===== config.mk =====
export PLATFORM = sky130hd
export DESIGN_NAME = dsmm_ctrl
export DESIGN_NICKNAME = d
export VERILOG_FILES = /design/src/rtl/assert_macros.svh /design/src/rtl/dsmm_pkg.sv /design/src/rtl/dsmm_ctrl.sv
export SDC_FILE = /design/constraint.sdc
export NUM_CORES = 1
export LEC_CHECK = 0
export ABC_AREA = 1
export ABC_CLOCK_PERIOD_IN_PS = 2850
export BUFFER_PORTS_ARGS = -buffer_cell sky130_fd_sc_hd__buf_2
export CAP_MARGIN = 20
export CORE_AREA = 4 4 41 43
export DETAILED_ROUTE_END_ITERATION = 10
export DIE_AREA = 0 0 45 47
export PLACE_DENSITY = 0.67
export SLEW_MARGIN = 5
export SYNTH_ARGS = -nofsm -noshare
export SYNTH_HDL_FRONTEND = slang
export SYNTH_SLANG_ARGS = --single-unit
export TNS_END_PERCENT = 10

===== constraint.sdc =====
create_clock -name clock -period 2.85 [get_ports clock]
set_input_delay 0.4275 -clock clock [delete_from_list [all_inputs] [get_ports clock]]
set_output_delay 0.4275 -clock clock [all_outputs]
set_load 0.05 [all_outputs]

===== src/rtl/assert_macros.svh =====
// ----------------------------------------------------------------------------
// Assertion macros
// Short forms for the concurrent assertions of the depth map merge block.
// ----------------------------------------------------------------------------
`ifndef ASSERT_MACROS_SVH
`define ASSERT_MACROS_SVH

// The expression holds at every clock edge outside reset.
`define ASSERT_ALWAYS(label, clk, rst, expr) \
   label: assert property (@(posedge clk) disable iff (rst) (expr)) \
      else $error("assertion failed: invariant violated");

// When the antecedent holds, the consequence holds in the same cycle.
`define ASSERT_IMPLIES(label, clk, rst, ante, cons) \
   label: assert property (@(posedge clk) disable iff (rst) (ante) |-> (cons)) \
      else $error("assertion failed: same-cycle consequence missing");

// When the antecedent holds, the consequence holds in the next cycle.
`define ASSERT_NEXT(label, clk, rst, ante, cons) \
   label: assert property (@(posedge clk) disable iff (rst) (ante) |=> (cons)) \
      else $error("assertion failed: next-cycle consequence missing");

`endif


===== src/rtl/dsmm_pkg.sv =====
// ----------------------------------------------------------------------------
// Depth map merge package
// Types, codes and command/status structures shared by the block's files.
// ----------------------------------------------------------------------------
package dsmm_pkg;

   typedef logic [1:0]         op_type;
   typedef logic [7:0]         coord_type;
   typedef logic signed [31:0] depth_type;
   typedef logic signed [15:0] sim_type;
   typedef logic [1:0]         csr_index_type;
   typedef logic [8:0]         csr_data_type;

   typedef struct packed {
      depth_type depth;
      sim_type   sim;
   } cell_type;

   localparam op_type OP_WRITE  = 2'd0;
   localparam op_type OP_READ   = 2'd1;
   localparam op_type OP_MERGE  = 2'd2;
   localparam op_type OP_COARSE = 2'd3;

   localparam csr_index_type CSR_MAP_WIDTH     = 2'd0;
   localparam csr_index_type CSR_MAP_HEIGHT    = 2'd1;
   localparam csr_index_type CSR_COARSE_FACTOR = 2'd2;

   localparam int CSR_FACTOR_BITS = 5;

   localparam depth_type DEPTH_INVALID = -32'sd65536;
   localparam sim_type   SIM_ONE       = 16'sd16384;

   typedef struct packed {
      logic accept;
      logic clear;
      logic fine_rd;
      logic fine_commit;
      logic coarse_mul;
      logic win_init;
      logic win_reload;
      logic scan_rd;
      logic win_wr;
      logic out_load;
   } cmd_type;

   typedef struct packed {
      logic   clear_last;
      op_type op;
      logic   din_valid;
      logic   empty;
      logic   win_last;
      logic   best;
   } status_type;

endpackage


===== src/rtl/dsmm_ctrl.sv =====
// ----------------------------------------------------------------------------
// Depth map merge controller
// Sequences the clearing pass, cell operations and window scans.
// ----------------------------------------------------------------------------
module dsmm_ctrl (
   input  logic                 clock,
   input  logic                 reset,
   input  logic                 req_valid,
   output logic                 req_ready,
   output logic                 rsp_valid,
   input  logic                 rsp_ready,
   input  dsmm_pkg::status_type status,
   output dsmm_pkg::cmd_type    cmd
);
   import dsmm_pkg::*;

   localparam logic [3:0] ST_CLEAR    = 4'd0;
   localparam logic [3:0] ST_IDLE     = 4'd1;
   localparam logic [3:0] ST_START    = 4'd2;
   localparam logic [3:0] ST_FINE     = 4'd3;
   localparam logic [3:0] ST_BOUNDS   = 4'd4;
   localparam logic [3:0] ST_SCAN     = 4'd5;
   localparam logic [3:0] ST_SCAN_END = 4'd6;
   localparam logic [3:0] ST_WRITE    = 4'd7;
   localparam logic [3:0] ST_FINISH   = 4'd8;

   logic [3:0] state_ff, state_in;
   logic       rsp_valid_ff, rsp_valid_in;

   always_comb begin
      state_in  = state_ff;
      cmd       = '0;
      req_ready = 1'b0;
      unique case (state_ff)
         ST_CLEAR: begin
            cmd.clear = 1'b1;
            if (status.clear_last) state_in = ST_IDLE;
         end
         ST_IDLE: begin
            req_ready = 1'b1;
            if (req_valid) begin
               cmd.accept = 1'b1;
               state_in   = ST_START;
            end
         end
         ST_START: begin
            if (status.op != OP_COARSE) begin
               cmd.fine_rd = 1'b1;
               state_in    = ST_FINE;
            end else if (status.din_valid) begin
               cmd.coarse_mul = 1'b1;
               state_in       = ST_BOUNDS;
            end else begin
               state_in = ST_FINISH;
            end
         end
         ST_FINE: begin
            cmd.fine_commit = 1'b1;
            state_in        = ST_FINISH;
         end
         ST_BOUNDS: begin
            if (status.empty) begin
               state_in = ST_FINISH;
            end else begin
               cmd.win_init = 1'b1;
               state_in     = ST_SCAN;
            end
         end
         ST_SCAN: begin
            cmd.scan_rd = 1'b1;
            if (status.win_last) state_in = ST_SCAN_END;
         end
         ST_SCAN_END: begin
            if (status.best) begin
               cmd.win_reload = 1'b1;
               state_in       = ST_WRITE;
            end else begin
               state_in = ST_FINISH;
            end
         end
         ST_WRITE: begin
            cmd.win_wr = 1'b1;
            if (status.win_last) state_in = ST_FINISH;
         end
         ST_FINISH: begin
            if (!rsp_valid_ff || rsp_ready) begin
               cmd.out_load = 1'b1;
               state_in     = ST_IDLE;
            end
         end
         default: begin
            state_in = ST_IDLE;
         end
      endcase
   end

   always_comb begin
      priority if (cmd.out_load) rsp_valid_in = 1'b1;
      else if (rsp_ready) rsp_valid_in = 1'b0;
      else rsp_valid_in = rsp_valid_ff;
   end

   always_ff @(posedge clock) begin
      if (reset) begin
         state_ff     <= ST_CLEAR;
         rsp_valid_ff <= 1'b0;
      end else begin
         state_ff     <= state_in;
         rsp_valid_ff <= rsp_valid_in;
      end
   end

   assign rsp_valid = rsp_valid_ff;

endmodule


==> flow_summary_export.csv <==
group,metric,value,unit
final_layout,fin_cells,122,
die,start_util,0.337,
placed_design,hpwlAfterDp,952,um
pwr,power.leakage,0.000412,uW
clocking,numCtsBuffers,3,
timing,tightest_slew,0.277,ns
synth,syn-cell-area,438,um2
worst_setup_path,crit_slowest_cell,"dfxtp_1",
synth,syn_avg_cell_area,5.34,um2
worst_setup_path,end_kind,"primary output",
die,die_area,2120,um2
global_routing,grt_overflow,0,
detailed_routing,drc,0,
global_routing,grt_use_total,0.119,
synth,ys_seq_area_frac,0.229,
die,io-pin-count,23,
final_layout,nets,119,
clocking,cts.clk_slew.worst_paths,0.04,ns
detailed_routing,wirelength,1120,um
timing,relSlewSlack,0.815,
timing,skew,0.00151,ns
final_layout,n_antenna_cell,0,
global_routing,antenna_found_initial,0,
global_routing,grt_pass1_wl,1880,um
placed_design,dp.cells,118,
pwr,peakVddDrop,0.473,mV
synth,synth_cell_types,10,
synth,synth_seq_cells,5,
detailed_routing,wire_per_inst,9.20,um
die,rows,13,
worst_setup_path,cp_max_fo,6,
clocking,clockRootBuffer,"clkbuf_4",
final_layout,syn2layout_area_growth,33.7,%
synth,synth_fp_nets,93,
final_layout,drive_gt1_frac,0.271,
final_layout,finish.utilization,0.450,
worst_setup_path,crit_top_cell,"inv_1",
detailed_routing,drtIter0Drc,17,
timing,maxSlewViolCount,0,
die,core-area,1300,um2
timing,fmax,546,MHz
clocking,ctsResizeCount,0,
worst_setup_path,path_cells,"nor2_2, inv_1, nor2_1, nand2_1, inv_1, buf_2",
clocking,cts_tree,"done",
pwr,power_density,1200,nW/um2
final_layout,n_fill_cell,151,
detailed_routing,vias_per_cell,4.52,
global_routing,grt_pass1_vias,473,
timing,grt_setup_unrepaired,"no",
placed_design,dpl_cell_area,559,um2
synth,synth_warnings,0,
die,die_w,45,um
clocking,htree_levels,1,
timing,fin_crit,1.83,ns
placed_design,gp_congestion,0.840,
placed_design,port_buffers,22,
final_layout,stdcell_area,586,um2
timing,finalHoldViolCount,0,
detailed_routing,via_count,551,
timing,finalSetupTns,0,ns
worst_setup_path,start_kind,"register",
detailed_routing,drtAntennaViolNets,0,
worst_setup_path,max_stage_delay,0.36,ns
worst_setup_path,criticalPathCategory,"register to primary output",
global_routing,grt_max_degree,8,
status,outcome,"completed",
timing,setup_viol,0,
hold_path,hold_class,"input pin to register",
clocking,cts_num_sinks,5,
clocking,clock_latency,0.23,ns
worst_setup_path,crit_required,2.42,ns
worst_setup_path,arrival,1.41,ns
run,maxCapViolations,0,
clocking,clk_path_buf_depth,2,
timing,fin_crit_sh,0.643,
clocking,holdBufCountCts,0,
clocking,cts_setup_buffers,0,
detailed_routing,drtPass1Iterations,4,
die,die_h,47,um
synth,synthCells,82,
cell families (layout without fill, tap and decap cells):
group / Yosys count / in the layout / share of synthesized area
AOI/OAI and AO/OA: 2 / 2 / 0.0229
and+or+nand+nor: 54 / 54 / 0.560
DFF: 5 / 5 / 0.229
buffers and inverters: 21 / 46 / 0.189
placed cells by master (no fill, tap or decap):
cell type	count
a21oi_1	2
nand4_1	7
nand3_1	9
inv_1	20
dfxtp_1	5
nand3b_1	1
nor2_2	4
nand2_1	13
clkbuf_4	3
nor2_1	20
clkbuf_1	1
buf_2	22
per-stage QoR:
stage | setup WS (ns) | power [uW] | hold WS [ns]
after floorplan | 1.11 | 527 | 0.500
after detailed placement | 1.25 | 621 | 0.578
after CTS | 0.995 | 703 | 0.356
final | 1.02 | 701 | 0.361
after global placement | 1.24 | 622 | 0.573
after global routing | 0.865 | 764 | 0.365
report_power, final:
group          switching [uW]  leakage (uW)  total, uW  internal, uW
Combinational             365      0.000355        490           125
Sequential               34.5     0.0000412        134          99.1
Clock                    25.0     0.0000150       77.7          52.7
Total                     424      0.000412        701           277
path summary, 6_finish.rpt:
check                                  from           to  slack (ns)  cells past startpoint
worst min-delay path                  reset    rsp_valid        0.36                      2
worst max-delay path            state_ff[0]       cmd[4]        1.02                      6
worst max register to register  state_ff[0]  state_ff[1]        1.60                      7
worst min register to register    rsp_valid    rsp_valid        0.58                      4
worst max-delay path: cells and delay by family, from the launching register on:
family                 cells  cell delay [ns]
buffers and inverters      3             0.40
flip-flops                 1             0.36
AND/OR/NAND/NOR            3             0.41
metal layers:
| layer | global-route usage | wire length [um] |
|---|---|---|
| met4 | 0.0468 | 19 |
| met1 | 0.160 | 486 |
| met3 | 0.0345 | 95 |
| met2 | 0.178 | 522 |
| met5 | 0 | 0 |
layout make-up:
cell class                      count  area, um2  area share
Clock buffer                        4       26.3      0.0449
Inverter                           20       75.1       0.128
Multi-Input combinational cell     56        255       0.436
Sequential cell                     5        100       0.171
Tap cell                           15       18.8      0.0321
Timing Repair Buffer               22        110       0.188
registers in the layout, summed over array words and instances (netlist names):
name and count:
rsp_valid 1, state_ff 4
synthesized netlist by cell type:
library cell | number | area, um2
nand2_1 | 13 | 48.8
inv_1 | 20 | 75.1
buf_4 | 1 | 7.51
nor2_2 | 4 | 25.0
nand4_1 | 7 | 43.8
nand3_1 | 9 | 45.0
dfxtp_1 | 5 | 100
nand3b_1 | 1 | 7.51
nor2_1 | 20 | 75.1
a21oi_1 | 2 | 10.0
Power figures use the tool's default switching activity.
